File: src/mpit_pkg.sv
// Shared types and constants of the multichannel pump interval timer.
package mpit_pkg;

  localparam logic [2:0] REQ_TICK   = 3'd0;
  localparam logic [2:0] REQ_TRIG   = 3'd1;
  localparam logic [2:0] REQ_STOP   = 3'd2;
  localparam logic [2:0] REQ_RELOAD = 3'd3;
  localparam logic [2:0] REQ_QUERY  = 3'd4;

  localparam logic [1:0] MODE_NONE   = 2'd0;
  localparam logic [1:0] MODE_IDLE   = 2'd1;
  localparam logic [1:0] MODE_MANUAL = 2'd2;
  localparam logic [1:0] MODE_AUTO   = 2'd3;

  localparam logic [7:0] CFG_INTERVAL = 8'd0;
  localparam logic [7:0] CFG_PUMP     = 8'd1;

  localparam logic [31:0] INTERVAL_RST = 32'd86400000;
  localparam logic [31:0] PUMP_RST     = 32'd30000;
  localparam logic [31:0] WATER_RST    = 32'd86370000;

  typedef struct packed {
    logic [1:0]  mode;
    logic [31:0] timer;
  } chan_rec_t;

  typedef struct packed {
    chan_rec_t   rec;
    logic        ok;
    logic        water_wr;
    logic [31:0] water;
  } alu_res_t;

endpackage

File: src/mpit_chan_mem.sv
// Channel state memory: mode and pump countdown per channel, registered read.
module mpit_chan_mem #(
  parameter int CHANNELS = 4,
  parameter int IW       = 2
) (
  input  logic                clk,
  input  logic                rst_n,
  input  logic                rd_en,
  input  logic [IW-1:0]       rd_addr,
  output mpit_pkg::chan_rec_t rd_rec,
  input  logic                wr_en,
  input  logic [IW-1:0]       wr_addr,
  input  mpit_pkg::chan_rec_t wr_rec
);

  mpit_pkg::chan_rec_t mem_r [CHANNELS];
  mpit_pkg::chan_rec_t rd_data_r;
  logic [CHANNELS-1:0] vld_r;
  logic                rd_vld_r;

  // entries never written read back as idle with an empty countdown
  always_ff @(posedge clk) begin
    if (!rst_n) begin
      vld_r    <= '0;
      rd_vld_r <= 1'b0;
    end else begin
      if (wr_en) begin
        vld_r[wr_addr] <= 1'b1;
      end
      if (rd_en) begin
        rd_vld_r <= vld_r[rd_addr];
      end
    end
  end

  always_ff @(posedge clk) begin
    if (wr_en) begin
      mem_r[wr_addr] <= wr_rec;
    end
    if (rd_en) begin
      rd_data_r <= mem_r[rd_addr];
    end
  end

  always_comb begin
    if (rd_vld_r) begin
      rd_rec = rd_data_r;
    end else begin
      rd_rec.mode  = mpit_pkg::MODE_IDLE;
      rd_rec.timer = '0;
    end
  end

endmodule

File: src/mpit_chan_alu.sv
// Per-channel update rules for tick, trigger and stop.
module mpit_chan_alu (
  input  logic [2:0]          req,
  input  logic [31:0]         delta,
  input  logic [31:0]         water,
  input  logic [31:0]         pump_dur,
  input  logic [31:0]         reload,
  input  mpit_pkg::chan_rec_t rec,
  output mpit_pkg::alu_res_t  res
);

  logic [31:0] t_dec;
  logic        pumping;

  assign t_dec   = (rec.timer > delta) ? (rec.timer - delta) : '0;
  assign pumping = (rec.mode == mpit_pkg::MODE_MANUAL) || (rec.mode == mpit_pkg::MODE_AUTO);

  always_comb begin
    res.rec      = rec;
    res.ok       = 1'b0;
    res.water_wr = 1'b0;
    res.water    = water;
    unique case (req)
      mpit_pkg::REQ_TICK: begin
        res.rec.timer = t_dec;
        if (rec.mode == mpit_pkg::MODE_IDLE) begin
          if (water == '0) begin
            res.rec.mode  = mpit_pkg::MODE_AUTO;
            res.rec.timer = pump_dur;
            res.water_wr  = 1'b1;
            res.water     = '0;
            res.ok        = 1'b1;
          end
        end else if (pumping && (t_dec == '0)) begin
          res.rec.mode = mpit_pkg::MODE_IDLE;
          res.water_wr = 1'b1;
          res.water    = reload;
          res.ok       = 1'b1;
        end
      end
      mpit_pkg::REQ_TRIG: begin
        if (rec.mode == mpit_pkg::MODE_IDLE) begin
          res.rec.mode  = mpit_pkg::MODE_MANUAL;
          res.rec.timer = pump_dur;
          res.ok        = 1'b1;
        end
      end
      mpit_pkg::REQ_STOP: begin
        // mode code 0 counts as not idle and may be stopped
        if (rec.mode != mpit_pkg::MODE_IDLE) begin
          res.rec.mode  = mpit_pkg::MODE_IDLE;
          res.rec.timer = '0;
          res.water_wr  = 1'b1;
          res.water     = reload;
          res.ok        = 1'b1;
        end
      end
      default: begin
      end
    endcase
  end

endmodule

File: src/multichannel_pump_interval_timer_core.sv
// Top level of the multichannel pump interval timer: sequencer and ports.
//
// Input beats carry one request (tick, manual trigger, stop, reload of the
// watering countdown, query); every request yields exactly one result beat
// with ok, the addressed channel's mode and pump time, the watering
// countdown and a mask of pumping channels.
// Channel modes and pump countdowns live in a small synchronous memory.
// A tick or an all-channel trigger/stop walks the channels one per cycle:
// the read of channel c+1 overlaps the update and write-back of channel c.
// A single-channel trigger or stop visits only its own channel; reload,
// query and unknown requests do not walk the memory. Input reopens the
// cycle after a result loads. One request is in flight at a time;
// in_tready is high only between requests. A finished result sits in
// the output register while the next request is taken; if out_tready
// stays low, the next result waits for the register to empty and input
// is held off meanwhile.
// Configuration writes (cfg_ready always high) belong between requests, though
// the block does not enforce it; a write of zero is ignored. Reset idles all
// channels at once through per-entry valid bits, so no clearing pass is needed.
module multichannel_pump_interval_timer_core #(
  parameter int CHANNELS = 4
) (
  input  logic        clk,
  input  logic        rst_n,
  input  logic        in_tvalid,
  output logic        in_tready,
  // [2:0] req_type, [3] all_channels, [7:4] channel, [39:8] tick_delta
  input  logic [39:0] in_tdata,
  output logic        out_tvalid,
  input  logic        out_tready,
  // [0] ok, [2:1] chan_state, [34:3] chan_pump_left, [66:35] watering_left,
  // [70:67] pumping_mask
  output logic [71:0] out_tdata,
  input  logic        cfg_valid,
  output logic        cfg_ready,
  input  logic [7:0]  cfg_index,
  input  logic [31:0] cfg_data
);

  localparam int IW = (CHANNELS > 1) ? $clog2(CHANNELS) : 1;
  localparam int PW = (CHANNELS > 4) ? CHANNELS : 4;
  localparam logic [IW-1:0] LAST_IDX = IW'(CHANNELS - 1);

  localparam logic [1:0] S_IDLE = 2'd0;
  localparam logic [1:0] S_SCAN = 2'd1;
  localparam logic [1:0] S_RPT  = 2'd2;
  localparam logic [1:0] S_RD   = 2'd3;

  logic [1:0]          state_r, state_nxt;
  logic [2:0]          req_r, req_nxt;
  logic [3:0]          ch_r, ch_nxt;
  logic                ch_ok_r, ch_ok_nxt;
  logic [31:0]         delta_r, delta_nxt;
  logic                ok_r, ok_nxt;
  logic [31:0]         water_r, water_nxt;
  logic [31:0]         interval_r, interval_nxt;
  logic [31:0]         pump_r, pump_nxt;
  logic [CHANNELS-1:0] pumping_r, pumping_nxt;
  logic [IW-1:0]       rd_idx_r, rd_idx_nxt;
  logic [IW-1:0]       last_r, last_nxt;
  logic                rd_more_r, rd_more_nxt;
  logic                proc_v_r, proc_v_nxt;
  logic [IW-1:0]       proc_idx_r, proc_idx_nxt;
  logic                out_valid_r, out_valid_nxt;
  logic [71:0]         out_data_r;
  logic                out_load;

  logic [2:0]  in_req;
  logic        in_all;
  logic [3:0]  in_ch;
  logic [31:0] in_delta;
  logic        in_ch_ok;
  logic        accept;
  logic [31:0] reload;
  logic [31:0] water_dec;

  logic                rd_en;
  logic [IW-1:0]       rd_addr;
  mpit_pkg::chan_rec_t rd_rec;
  logic                wr_en;
  mpit_pkg::alu_res_t  alu_res;
  logic [PW-1:0]       pumping_ext;
  logic [1:0]          rpt_mode;
  logic [31:0]         rpt_timer;

  assign in_req   = in_tdata[2:0];
  assign in_all   = in_tdata[3];
  assign in_ch    = in_tdata[7:4];
  assign in_delta = in_tdata[39:8];
  assign in_ch_ok = {1'b0, in_ch} < 5'(CHANNELS);

  assign in_tready = (state_r == S_IDLE);
  assign accept    = in_tvalid && in_tready;
  assign cfg_ready = 1'b1;

  assign reload    = (pump_r >= interval_r) ? '0 : (interval_r - pump_r);
  assign water_dec = (water_r > in_delta) ? (water_r - in_delta) : '0;

  mpit_chan_mem #(
    .CHANNELS (CHANNELS),
    .IW       (IW)
  ) u_mem (
    .clk     (clk),
    .rst_n   (rst_n),
    .rd_en   (rd_en),
    .rd_addr (rd_addr),
    .rd_rec  (rd_rec),
    .wr_en   (wr_en),
    .wr_addr (proc_idx_r),
    .wr_rec  (alu_res.rec)
  );

  mpit_chan_alu u_alu (
    .req      (req_r),
    .delta    (delta_r),
    .water    (water_r),
    .pump_dur (pump_r),
    .reload   (reload),
    .rec      (rd_rec),
    .res      (alu_res)
  );

  // config writes
  always_comb begin
    interval_nxt = interval_r;
    pump_nxt     = pump_r;
    if (cfg_valid && (cfg_data != '0)) begin
      if (cfg_index == mpit_pkg::CFG_INTERVAL) begin
        interval_nxt = cfg_data;
      end else if (cfg_index == mpit_pkg::CFG_PUMP) begin
        pump_nxt = cfg_data;
      end
    end
  end

  always_comb begin
    state_nxt    = state_r;
    req_nxt      = req_r;
    ch_nxt       = ch_r;
    ch_ok_nxt    = ch_ok_r;
    delta_nxt    = delta_r;
    ok_nxt       = ok_r;
    water_nxt    = water_r;
    pumping_nxt  = pumping_r;
    rd_idx_nxt   = rd_idx_r;
    last_nxt     = last_r;
    rd_more_nxt  = rd_more_r;
    proc_v_nxt   = proc_v_r;
    proc_idx_nxt = proc_idx_r;
    rd_en        = 1'b0;
    rd_addr      = ch_r[IW-1:0];
    wr_en        = 1'b0;
    out_load     = 1'b0;

    unique case (state_r)
      S_IDLE: begin
        if (accept) begin
          req_nxt     = in_req;
          ch_nxt      = in_ch;
          ch_ok_nxt   = in_ch_ok;
          delta_nxt   = in_delta;
          ok_nxt      = 1'b0;
          rd_more_nxt = 1'b1;
          proc_v_nxt  = 1'b0;
          state_nxt   = S_RPT;
          priority case (in_req)
            mpit_pkg::REQ_TICK: begin
              water_nxt  = water_dec;
              rd_idx_nxt = '0;
              last_nxt   = LAST_IDX;
              state_nxt  = S_SCAN;
            end
            mpit_pkg::REQ_TRIG, mpit_pkg::REQ_STOP: begin
              if (in_all) begin
                rd_idx_nxt = '0;
                last_nxt   = LAST_IDX;
                state_nxt  = S_SCAN;
              end else if (in_ch_ok) begin
                rd_idx_nxt = in_ch[IW-1:0];
                last_nxt   = in_ch[IW-1:0];
                state_nxt  = S_SCAN;
              end
            end
            mpit_pkg::REQ_RELOAD: begin
              if (water_r != '0) begin
                water_nxt = reload;
                ok_nxt    = 1'b1;
              end
            end
            mpit_pkg::REQ_QUERY: begin
              ok_nxt = 1'b1;
            end
            default: begin
            end
          endcase
        end
      end
      S_SCAN: begin
        // read of the next channel overlaps write-back of the current one
        if (rd_more_r) begin
          rd_en        = 1'b1;
          rd_addr      = rd_idx_r;
          proc_v_nxt   = 1'b1;
          proc_idx_nxt = rd_idx_r;
          if (rd_idx_r == last_r) begin
            rd_more_nxt = 1'b0;
          end else begin
            rd_idx_nxt = rd_idx_r + 1'b1;
          end
        end else begin
          proc_v_nxt = 1'b0;
        end
        if (proc_v_r) begin
          wr_en  = 1'b1;
          ok_nxt = ok_r | alu_res.ok;
          if (alu_res.water_wr) begin
            water_nxt = alu_res.water;
          end
          pumping_nxt[proc_idx_r] = (alu_res.rec.mode == mpit_pkg::MODE_MANUAL) ||
                                    (alu_res.rec.mode == mpit_pkg::MODE_AUTO);
        end
        if (!rd_more_r && !proc_v_r) begin
          rd_en     = 1'b1;
          state_nxt = S_RD;
        end
      end
      S_RPT: begin
        rd_en     = 1'b1;
        state_nxt = S_RD;
      end
      S_RD: begin
        if (!out_valid_r || out_tready) begin
          out_load  = 1'b1;
          state_nxt = S_IDLE;
        end
      end
      default: begin
        state_nxt = S_IDLE;
      end
    endcase
  end

  assign pumping_ext = PW'(pumping_r);
  assign rpt_mode    = ch_ok_r ? rd_rec.mode : mpit_pkg::MODE_NONE;
  assign rpt_timer   = ch_ok_r ? rd_rec.timer : '0;

  always_comb begin
    out_valid_nxt = out_valid_r;
    if (out_load) begin
      out_valid_nxt = 1'b1;
    end else if (out_tready) begin
      out_valid_nxt = 1'b0;
    end
  end

  always_ff @(posedge clk) begin
    if (!rst_n) begin
      state_r     <= S_IDLE;
      water_r     <= mpit_pkg::WATER_RST;
      interval_r  <= mpit_pkg::INTERVAL_RST;
      pump_r      <= mpit_pkg::PUMP_RST;
      pumping_r   <= '0;
      rd_more_r   <= 1'b0;
      proc_v_r    <= 1'b0;
      out_valid_r <= 1'b0;
    end else begin
      state_r     <= state_nxt;
      water_r     <= water_nxt;
      interval_r  <= interval_nxt;
      pump_r      <= pump_nxt;
      pumping_r   <= pumping_nxt;
      rd_more_r   <= rd_more_nxt;
      proc_v_r    <= proc_v_nxt;
      out_valid_r <= out_valid_nxt;
    end
  end

  always_ff @(posedge clk) begin
    req_r      <= req_nxt;
    ch_r       <= ch_nxt;
    ch_ok_r    <= ch_ok_nxt;
    delta_r    <= delta_nxt;
    ok_r       <= ok_nxt;
    rd_idx_r   <= rd_idx_nxt;
    last_r     <= last_nxt;
    proc_idx_r <= proc_idx_nxt;
    if (out_load) begin
      out_data_r <= {1'b0, pumping_ext[3:0], water_r, rpt_timer, rpt_mode, ok_r};
    end
  end

  assign out_tvalid = out_valid_r;
  assign out_tdata  = out_data_r;

endmodule

File: config.mk
export PLATFORM = sky130hd
export DESIGN_NAME = multichannel_pump_interval_timer_core
export DESIGN_NICKNAME = d
export VERILOG_FILES = /design/src/mpit_pkg.sv /design/src/mpit_chan_mem.sv /design/src/mpit_chan_alu.sv /design/src/multichannel_pump_interval_timer_core.sv
export SDC_FILE = /design/constraint.sdc
export NUM_CORES = 1
export LEC_CHECK = 0
export BUFFER_PORTS_ARGS = -buffer_cell sky130_fd_sc_hd__clkbuf_2
export CORE_AREA = 5 5 209 211
export CTS_CLUSTER_DIAMETER = 150
export CTS_CLUSTER_SIZE = 14
export DETAILED_ROUTE_END_ITERATION = 10
export DIE_AREA = 0 0 214 216
export GPL_ROUTABILITY_DRIVEN = 0
export PLACE_DENSITY = 0.84
export SKIP_CTS_REPAIR_TIMING = 1
export SLEW_MARGIN = 20
export SYNTH_ARGS = -nofsm -noshare
export SYNTH_HDL_FRONTEND = slang
export SYNTH_HIERARCHICAL = 1
export SYNTH_SLANG_ARGS = --single-unit
File: constraint.sdc
create_clock -name clk -period 5.2 [get_ports clk]
set_clock_uncertainty 0.15 [all_clocks]
set_input_delay 0.78 -clock clk [delete_from_list [all_inputs] [get_ports clk]]
set_output_delay 0.78 -clock clk [all_outputs]
set_load 0.03 [all_outputs]
==> results.yml <==
layout:
  fin_util_pct: 60.4
  diodes: 0
  layout.nets: 2457
  finalNonFillerCells: 2827
  drive_gt1_share_pct: 15.6
  area_growth_pct: 11.1
grt:
  grt_overflow_total: 0
  use_met1_pct: 35.6
  antenna_found_initial: 0
  grt_pass1_wl_um: 101000
  top_usage_layer: "met2"
  grt_util_met3_pct: 4.64
  grt_max_degree: 53
  grt_pass1_vias: 18100
  met2_usage_pct: 46.1
  grt_usage_pct: 27.5
floorplanning:
  pin_count: 160
  core.rowCount: 75
  initial_core_util_pct: 54.4
  core_area_um2: 41600
  dieWidth_um: 214
  dieArea_um2: 46200
  die_y_um: 216
critical_path:
  worstPathArrival_ns: 5.44
  worst_ep_required_time_ns: 5.47
  endpoint_kind: "flip-flop"
  ff2ff_setup_slack_ns: 0.03
  worst-setup-path-type: "reg -> reg"
  cp-start-kind: "flip-flop"
  cp_max_fo: 31
pwr:
  power.density_nw_per_um2: 376
  pwr-share-seq_pct: 43.5
  intPower_mw: 6.11
  p_leak_nw: 9.85
  ir_drop_mv: 0.223
  swShare_pct: 35.4
  power_frac_comb_pct: 31.0
  power_mw: 9.45
  power_switching_mw: 3.34
  p_clk_share_pct: 25.5
clock_tree:
  cts_buffer_depth: 3
  worstSkewPairLatency_ns: 0.56
  cts_sinks: 396
  ctsRootBufferMaster: "clkbuf_16"
  h-tree-depth: 2
  clk_pin_slew_ns: 0.07
  cts_buffers: 34
  cts_tree: "yes"
route:
  firstDrtPassIters: 8
  drt_wl_total_um: 66800
  wire_per_inst_um: 23.6
  dr_total_vias: 18600
  detail-route-antenna-nets: 0
  avgViaCountPerCell: 6.57
  dr.first_iter.drc_count: 2757
  drc: 0
logic_synthesis:
  avgSynthCellArea_um2: 10.6
  synth_cell_types: 101
  yosys.area.top_type: "edfxtp_1"
  synth_fa_ha_area_share_pct: 5.80
  synth_edf_count: 286
  synth_top_area_share_pct: 38.0
  netlist_area_um2: 22600
  yosys-mux-area-fraction_pct: 7.82
  yosys_warnings: 6
  ys_seq_elements: 396
  syn_nets: 2319
  yosys.area_share.simple_pct: 14.3
  synthArstFlopShare_pct: 0
  synth_compound_area_share_pct: 16.6
  synthFlopType: "edfxtp_1"
  synth_top_family_by_area: "compound AO/OA/AOI/OAI gates"
  synthXorXnorAreaFrac_pct: 2.90
  synth_cells: 2131
  ys_top_cells_by_area: "edfxtp_1 (38%), dfxtp_1 (9.7%), ha_1 (5.5%)"
  seq_area_frac_synth_pct: 47.7
timing:
  tightest_slew_ns: 1.09
  slew_headroom_pct: 26.9
  tns_ns: 0
  period_needed_ns: 5.17
  slew_violations: 0
  min_period_over_period_pct: 99.4
  setup_violations: 0
  fin_hold_ws_ns: 0.295
  fmax_mhz: 193
  grt_setup_unrepaired: "true"
  hold_violations: 0
flow_run:
  maxCapViolations: 0
status:
  status: "completed"
placement:
  port_buffers: 157
  dp.cells: 2765
  place_hpwl_um: 48500
min_path:
  hold_class: "reg -> reg"
==> cell type report <==
| cell class | instances | area [µm²] |
|---|---|---|
| clock buffers | 52 | 940 |
| clock inverters | 3 | 43.8 |
| fillers | 3247 | 16500 |
| inverters | 156 | 586 |
| multi-input cells | 1481 | 10900 |
| flip-flops and latches | 396 | 10800 |
| well taps | 539 | 674 |
| repair buffers | 200 | 1150 |
==> path summary, 6_finish.rpt <==
kind / startpoint / to / cells after the start
setup / recovery: u_mem/rd_vld_r / water_r[29] / 20
hold / removal: pumping_ext[2] / out_tdata[69] / 0
setup reg to reg: u_mem/rd_vld_r / water_r[29] / 20
hold reg to reg: pumping_ext[2] / out_tdata[69] / 0
==> registers in the layout, indices dropped and copies added (netlist names), 4 cells and up <==
| name | count |
|---|---|
| interval_r | 32 |
| pumping_ext | 4 |
| u_mem/mem_r | 136 |
| out_tdata | 71 |
| delta_r | 32 |
| u_mem/vld_r | 4 |
| pump_r | 32 |
| u_mem/rd_data_r | 34 |
| water_r | 32 |
==> logic make-up after synthesis <==
| group | Yosys count |
|---|---|
| buffers and inverters | 254 |
| flip-flops | 396 |
| XOR/XNOR | 75 |
| other | 2 |
| AO/OA/AOI/OAI | 546 |
| AND/OR/NAND/NOR | 631 |
| multiplexers | 124 |
| adder cells (fa/ha/maj) | 103 |
==> cell usage in the layout (no fill, tap or decap), types with 22 or more instances in the layout <==
| cell type | instances |
|---|---|
| mux4_2 | 28 |
| nor3_1 | 24 |
| xnor2_1 | 38 |
| clkbuf_16 | 35 |
| a21o_1 | 36 |
| a22oi_1 | 25 |
| o211ai_1 | 39 |
| a21oi_1 | 122 |
| inv_1 | 154 |
| xor2_1 | 37 |
| and2_1 | 84 |
| nand2b_1 | 23 |
| buf_4 | 40 |
| nor2_1 | 155 |
| nand3_1 | 35 |
| clkbuf_2 | 157 |
| a211oi_1 | 22 |
| ha_1 | 99 |
| nand2_1 | 150 |
| dfxtp_1 | 109 |
| nor4_1 | 29 |
| mux2i_1 | 68 |
| o21ai_0 | 102 |
| nand4_1 | 31 |
| edfxtp_1 | 286 |
==> worst max-delay path, cell delays in order (launching register included) <==
cell      delay [ns]
dfxtp_2         0.38
buf_12          0.18
and2_1          0.24
ha_1            0.37
and4_1          0.26
and2_1          0.22
a221oi_4        0.41
nand3_2         0.18
a41oi_1         0.29
xor2_1          0.28
nand4_1         0.19
o31ai_4         0.28
o211ai_1        0.19
inv_1           0.10
inv_1           0.07
a221o_2         0.48
or3_1           0.34
o211ai_1        0.13
inv_1           0.09
o211ai_1        0.09
o211ai_1        0.10
==> power groups by stage <==
stage,sequential [mW],clock (mW),combinational (mW)
finish,4.11,2.41,2.93
global route,4.14,2.57,3.13
CTS,4.10,2.43,2.83
detailed placement,4.16,0,2.81
global placement,4.15,0,2.72
floorplan,4.15,0,2.00
==> synthesized netlist by cell type, types with 6 or more instances <==
cell / instances
and2_1: 87
a221oi_1: 13
nand4_1: 31
nor4_1: 30
mux4_1: 6
a21boi_0: 8
a31oi_1: 15
mux4_2: 28
mux2i_1: 68
edfxtp_1: 286
buf_4: 7
nand2_1: 151
mux2_4: 14
or3_1: 13
buf_2: 30
o21ai_0: 104
and3_1: 13
nor3_1: 25
xnor2_1: 38
a22oi_1: 25
inv_1: 154
a211o_1: 7
o211ai_1: 39
a221o_1: 7
mux2_2: 8
nor2_1: 155
clkbuf_1: 49
a21oi_1: 126
a211oi_1: 26
o21a_1: 19
o21ai_1: 10
xor2_1: 37
o31ai_1: 8
o2111ai_1: 12
or4_1: 6
and4_1: 6
nand2b_1: 23
nand3_1: 36
a222oi_1: 6
nor2b_1: 20
ha_1: 100
o2bb2ai_1: 15
a21o_1: 36
dfxtp_1: 110
==> layer usage <==
layer  part of all wire [%]  vias up
met5                      0        -
met3                     11      282
li1                       -     8209
met1                     37     8758
met4                    5.3        0
met2                     47     1316
==> through the flow <==
stage          cell area (µm²)  setup slack [ns]
2_1_floorplan            22600             0.296
3_3_place_gp             23900            0.0670
3_5_place_dp             23900           -0.0571
4_1_cts                  24900            -0.134
5_1_grt                  25100           -0.0943
6_report                 25100            0.0297
Power figures use the tool's default switching activity.
